<file path="src/hdl/sbs_pkg.sv">
// Shared types and constants for the spectrum boxcar smoother.
package sbs_pkg;

  localparam int DATA_W    = 32;
  localparam int BIN_W     = 14;
  localparam int WIN_W     = 7;
  localparam int SUM_W     = DATA_W + WIN_W;
  localparam int DIV_CNT_W = $clog2(SUM_W + 1);

  typedef enum logic [1:0] {
    CMD_LOAD  = 2'd0,
    CMD_READ  = 2'd1,
    CMD_CLEAR = 2'd2
  } cmd_code_t;

  // Commands from the controller to the datapath.
  typedef struct packed {
    logic load;
    logic clear;
    logic capture;
    logic check;
    logic setup;
    logic step;
    logic div_init;
    logic div_step;
    logic out_load;
  } ctl_cmd_t;

  // Status from the datapath to the controller.
  typedef struct packed {
    logic err;
    logic tail;
    logic last_term;
    logic div_done;
  } dp_status_t;

endpackage

</file>
<file path="src/hdl/sbs_ctrl.sv">
// Controller state machine of the spectrum boxcar smoother.
module sbs_ctrl (
  input  logic                 clk,
  input  logic                 rst_n,
  input  logic                 in_valid,
  input  logic [1:0]           in_command,
  output logic                 in_ready,
  output logic                 out_valid,
  input  logic                 out_ready,
  input  sbs_pkg::dp_status_t  status,
  output sbs_pkg::ctl_cmd_t    cmd
);
  import sbs_pkg::*;

  typedef enum logic [6:0] {
    S_IDLE    = 7'b0000001,
    S_CHECK   = 7'b0000010,
    S_SUM     = 7'b0000100,
    S_DRAIN   = 7'b0001000,
    S_DIVINIT = 7'b0010000,
    S_DIV     = 7'b0100000,
    S_FINISH  = 7'b1000000
  } state_t;

  state_t state_r, state_nxt;
  logic   out_valid_r, out_valid_nxt;
  logic   accept;

  assign in_ready  = (state_r == S_IDLE);
  assign out_valid = out_valid_r;
  assign accept    = in_valid && in_ready;

  always_comb begin
    state_nxt = state_r;
    cmd       = '0;
    case (state_r)
      S_IDLE: begin
        if (accept) begin
          case (in_command)
            CMD_LOAD:  cmd.load = 1'b1;
            CMD_CLEAR: cmd.clear = 1'b1;
            CMD_READ: begin
              cmd.capture = 1'b1;
              state_nxt   = S_CHECK;
            end
            default: ;
          endcase
        end
      end
      S_CHECK: begin
        cmd.check = 1'b1;
        if (status.err || status.tail) begin
          state_nxt = S_FINISH;
        end else begin
          cmd.setup = 1'b1;
          state_nxt = S_SUM;
        end
      end
      S_SUM: begin
        cmd.step = 1'b1;
        if (status.last_term) begin
          state_nxt = S_DRAIN;
        end
      end
      S_DRAIN: begin
        state_nxt = S_DIVINIT;
      end
      S_DIVINIT: begin
        cmd.div_init = 1'b1;
        state_nxt    = S_DIV;
      end
      S_DIV: begin
        if (status.div_done) begin
          state_nxt = S_FINISH;
        end else begin
          cmd.div_step = 1'b1;
        end
      end
      S_FINISH: begin
        if (!out_valid_r || out_ready) begin
          cmd.out_load = 1'b1;
          state_nxt    = S_IDLE;
        end
      end
      default: begin
        state_nxt = S_IDLE;
      end
    endcase
  end

  always_comb begin
    out_valid_nxt = out_valid_r;
    if (cmd.out_load) begin
      out_valid_nxt = 1'b1;
    end else if (out_ready) begin
      out_valid_nxt = 1'b0;
    end
  end

  always_ff @(posedge clk) begin
    if (!rst_n) begin
      state_r     <= S_IDLE;
      out_valid_r <= 1'b0;
    end else begin
      state_r     <= state_nxt;
      out_valid_r <= out_valid_nxt;
    end
  end

  // A result only appears after the finish state.
  a_out_from_finish: assert property (@(posedge clk) disable iff (!rst_n)
    $rose(out_valid_r) |-> $past(state_r == S_FINISH))
    else $error("result raised outside the finish state");

  // Once the divider reports done, the controller moves to the finish state next.
  a_div_to_finish: assert property (@(posedge clk) disable iff (!rst_n)
    (state_r == S_DIV && status.div_done) |=> (state_r == S_FINISH))
    else $error("divider done did not lead to finish");

  // A blocked result keeps the controller waiting with the result held.
  a_finish_holds: assert property (@(posedge clk) disable iff (!rst_n)
    (state_r == S_FINISH && out_valid_r && !out_ready)
      |=> (state_r == S_FINISH && out_valid_r))
    else $error("pending result lost while finishing");

endmodule

</file>
<file path="config.mk">
export PLATFORM = sky130hd
export DESIGN_NAME = sbs_ctrl
export DESIGN_NICKNAME = d
export VERILOG_FILES = /design/src/hdl/sbs_pkg.sv /design/src/hdl/sbs_ctrl.sv
export SDC_FILE = /design/constraint.sdc
export NUM_CORES = 1
export LEC_CHECK = 0
export ABC_AREA = 0
export CAP_MARGIN = 20
export CORE_AREA = 2 2 39 41
export DETAILED_ROUTE_END_ITERATION = 7
export DIE_AREA = 0 0 41 43
export DONT_BUFFER_PORTS = 1
export SYNTH_ARGS = -nofsm -noshare
export SYNTH_HDL_FRONTEND = slang
export SYNTH_SLANG_ARGS = --single-unit
</file>
<file path="constraint.sdc">
create_clock -name clk -period 3.5 [get_ports clk]
set_input_delay 0.525 -clock clk [delete_from_list [all_inputs] [get_ports clk]]
set_output_delay 0.525 -clock clk [all_outputs]
set_load 0.03 [all_outputs]
</file>
; Word level (Yosys, flattened, before mapping)
; Index checks and enable logic that the tools add are counted.
[word_totals]
ff_bits = 8
input_bits = 10
output_inout_bits = 11
word_cells = 45
[classes]
reduce_logical = 7
n_eq_ne = 14
muxes = 22
[ops]
columns = operator, n
row1 = 7-bit case mux with 7 select lines, 1
row2 = 7-bit 2-to-1 mux, 6
row3 = 1-bit 2-to-1 mux, 12
row4 = 7-bit by 1-bit equality test with 1-bit output (second input constant), 1
row5 = 7-bit by 2-bit equality test with 1-bit output (second input constant), 1
row6 = 7-bit by 3-bit equality test with 1-bit output (second input constant), 1
row7 = 7-bit by 4-bit equality test with 1-bit output (second input constant), 1
row8 = 7-bit by 5-bit equality test with 1-bit output (second input constant), 1
row9 = 7-bit by 6-bit equality test with 1-bit output (second input constant), 1
row10 = 7-bit equality test (second input constant), 1
row11 = 3-bit 2-to-1 mux, 2
row12 = 2-bit != test (second input constant), 3
row13 = 5-bit AND reduction, 1
row14 = 2-bit by 1-bit != test with 1-bit output (second input constant), 2
row15 = 2-bit by 1-bit equality test with 1-bit output (second input constant), 1
row16 = 2-bit equality test (second input constant), 1
row17 = 2-bit logical NOT, 1
row18 = 1-bit logical OR, 2
row19 = 2-bit 2-to-1 mux, 1
row20 = 2-bit nonzero test, 1
row21 = 1-bit logical AND, 1
row22 = 1-bit logical NOT, 1

; Longest topological paths before layout
[depth]
depth_word = 5
mapped_depth = 5
ltp_nobuf = 4

; Worst setup path before layout
; OpenSTA, ideal clock, no wires.
[synth_path]
path_type = register to output
startpoint = register state_r[2]
endpoint = output cmd[8] in the netlist's numbering
slack_ns = 0.519
n_path_buf = 1
stages_incl_launch_ff = 5
arrival_time_ns = 2.456
t_required_ns = 2.975
cell_sequence = dfxtp_1 > buf_6 > or4_4 > nor3_2 > nor4bb_1
[synth_rtl]
columns = item, line
row1 = "start, declared", sbs_ctrl.sv:25  ; state_t state_r, state_nxt;
row2 = "start signal, assigned", sbs_ctrl.sv:105  ; state_r <= state_nxt;
row3 = "end, declared", sbs_ctrl.sv:11  ; output sbs_pkg::ctl_cmd_t cmd

==> metrics.md <==
| Metric | Value |
|---|---|
| Clock buffer depth | 2 |
| Yosys warns | 0 |
| Share of layout cells above drive strength 1 | 0.169 |
| LEAKAGE | around 0.24 nW |
| Post-synth top area cell | dfxtp_1 |
| P&R area growth vs syn | 5.29% |
| Fillers | between 100 and 150 |
| Worst-path cell chain | or4_4, nor3_2, nor4bb_1, buf_4 |
| Worst setup EP type | output port |
| WP data arrival | about 2300 ps |
| Commonest cells after routing, fill and taps aside | 8 x dfxtp_1, 5 x and3_1, 4 x nand2b_1, 4 x nand2_1 |
| H-tree levels | 1 |
| Slew Viols, Final | 0 |
| Sequential share of the synthesized area | 0.282 |
| R2R depth | 4 |
| Drt wl/cell | approximately 15 µm |
| Mapped cell area | 568 µm² |
| DPL Wire Length | 905 µm |
| Largest net degree at the start of global routing | 12 |
| Routed wire length | approximately 1200 µm |
| Initial antenna violation count | 0 |
| Worst VDD drop | about 0.19 mV |
| Top Ports | 21 |
| Nets | 77 |
| First-pass GRT wire length | about 2000 µm |
| DR pass1 iterations | 5 |
| CP max-delay cell | nor3_2 |
| WS Path Type | reg -> out |
| Final setup fails | 0 |
| FMAX | 355 MHz |
| Setup ws final | about 680 ps |
| DR vias | between 500 and 600 |
| Worst Hold Class | in -> reg |
| Synth unique cells | 37 |
| Hold Path Stages | 1 |
| Critical Path Fanout Max | 8 |
| Fin crit period | roughly 2800 ps |
| I/O Buffers | 0 |
| Max Cap Violations | 0 |
| Dpl ws | 990 ps |
| Ranking of synthesized cells by area | dfxtp_1 28%, and3_1 5.5%, nand2b_1 4.4%, nor4bb_1 3.5%, nand4b_1 3.1% |
| CTS tree | built |
| Crit-path max cell delay | 580 ps |
| Status | finished clean |
| Final antenna-violating net count | 0 |
| Chip width | approximately 41 µm |
| Clock Skew | roughly 2.4 ps |
| Slew HR | 0.545 |
| Via/cell ratio | 6.32 |
| Final hold vios | 0 |
| Resized cells post-CTS | 0 |
| Setup Buffers After CTS | 0 |
| Total congestion overflow | 0 |
| GPL Wtd Cong | between 0.8 and 0.9 |
| Post-synthesis cell count | 64 |
| TNS Setup | 0 ps |
| FP Rows | 14 |
| DRC Markers | 0 |
| Ant diodes | 0 |
| PD cells | roughly 320 mW/mm² |
| Number of global-route vias before repair | between 400 and 500 |
| Clock slew at reported path FFs | roughly 60 ps |
| Final Cycle Share | 0.805 |
| Initial Utilization | 0.410 |
| Syn Nets | 74 |
| Post-layout util | 0.432 |
| CTS root buffer | clkbuf_4 |
| RSZ-0062 raised after global routing | false |
| Core area | roughly 0.0014 mm² |
| CTS Hold Bufs | 0 |
| All-Layer GR Usage | 0.164 |
| Yosys reg bits | 8 |
| Clock sinks | 8 |
| Die area | about 0.0018 mm² |
| Tightest Pin Transition | 679 ps |
| Share of the synthesized area in the top cell type | 0.282 |
| Synthesized area per cell | ~8.9 µm² |
| Worst setup SP type | flop |
| Cts bufs inserted | 3 |
| Commonest non-fill, non-tap cell in the layout | dfxtp_1 |
| Worst path required time | a little under 3000 ps |
| Die Ht | around 43 µm |
| Initial drt markers | 12 |
| Worst-skew pair later-pin latency | around 260 ps |
-- registers in the layout, indices dropped and copies added (netlist names) --
register,cells
out_valid,1
state_r,7
-- worst paths after layout --
| path | startpoint | end | slack, ps |
|---|---|---|---|
| worst max-delay path | state_r[2] | cmd[8] | 680 |
| worst min-delay path | rst_n | state_r[5] | 390 |
| worst max register to register | state_r[1] | state_r[0] | 1670 |
| worst min register to register | state_r[3] | state_r[4] | 510 |
-- final cells by class --
class                   instances  area [µm²]  share of cell area
multi-input cells              51         377               0.630
well taps                      16        20.0              0.0335
clock buffers                   3        22.5              0.0377
flip-flops and latches          8         160               0.268
repair buffers                  2        15.0              0.0251
inverters                       1        3.75             0.00628
-- kinds of logic after synthesis --
kind of cell,Yosys count,share of synthesized area
AO/OA/AOI/OAI,10,0.152
XOR/XNOR,1,0.0154
buffers and inverters,5,0.0550
flip-flops,8,0.282
multiplexers,2,0.0374
AND/OR/NAND/NOR,38,0.458
-- power breakdown --
part | internal [mW] | total, mW | switching (mW)
clock network | 0.0396 | 0.0757 | 0.0361
registers | 0.0923 | 0.0954 | 0.00305
logic | 0.00877 | 0.0225 | 0.0137
-- routing by layer --
metal	vias to the layer above	share of wire	global-route usage	wire length [µm]
li1	247	-	-	-
met1	239	0.48	0.228	594
met2	24	0.41	0.219	505
met3	2	0.084	0.0419	103
met4	0	0.019	0.100	23
met5	-	0	0	0
-- through the flow --
stage               power [mW]  cell area [µm²]  hold slack (ps)  std cells
global placement         0.120              576              498         78
detailed placement       0.119              576              504         78
global route             0.200              598              386         81
CTS                      0.194              598              388         81
floorplan                0.116              568              476         64
finish                   0.194              598              391         81
-- critical path, delay by kind of cell (launching register included) --
| family | cells | cell delay [ps] |
|---|---|---|
| flops | 1 | 390 |
| simple gates | 3 | 1430 |
| buf+inv | 1 | 210 |
-- cell usage after synthesis, drive strengths merged --
library cell  instances
a2111oi               1
a21boi                3
a221o                 1
a221oi                1
and2                  1
and3                  5
and3b                 1
and4b                 1
buf                   3
clkbuf                1
dfxtp                 8
inv                   1
mux2                  1
mux2i                 1
nand2                 4
nand2b                4
nand3b                1
nand4b                2
nor2                  3
nor2b                 2
nor3                  4
nor3b                 2
nor4                  2
nor4b                 1
nor4bb                2
o211ai                1
o21a                  1
o21ai                 1
o41ai                 1
or2                   1
or4                   1
or4b                  1
xor2                  1
Power figures use the tool's default switching activity.
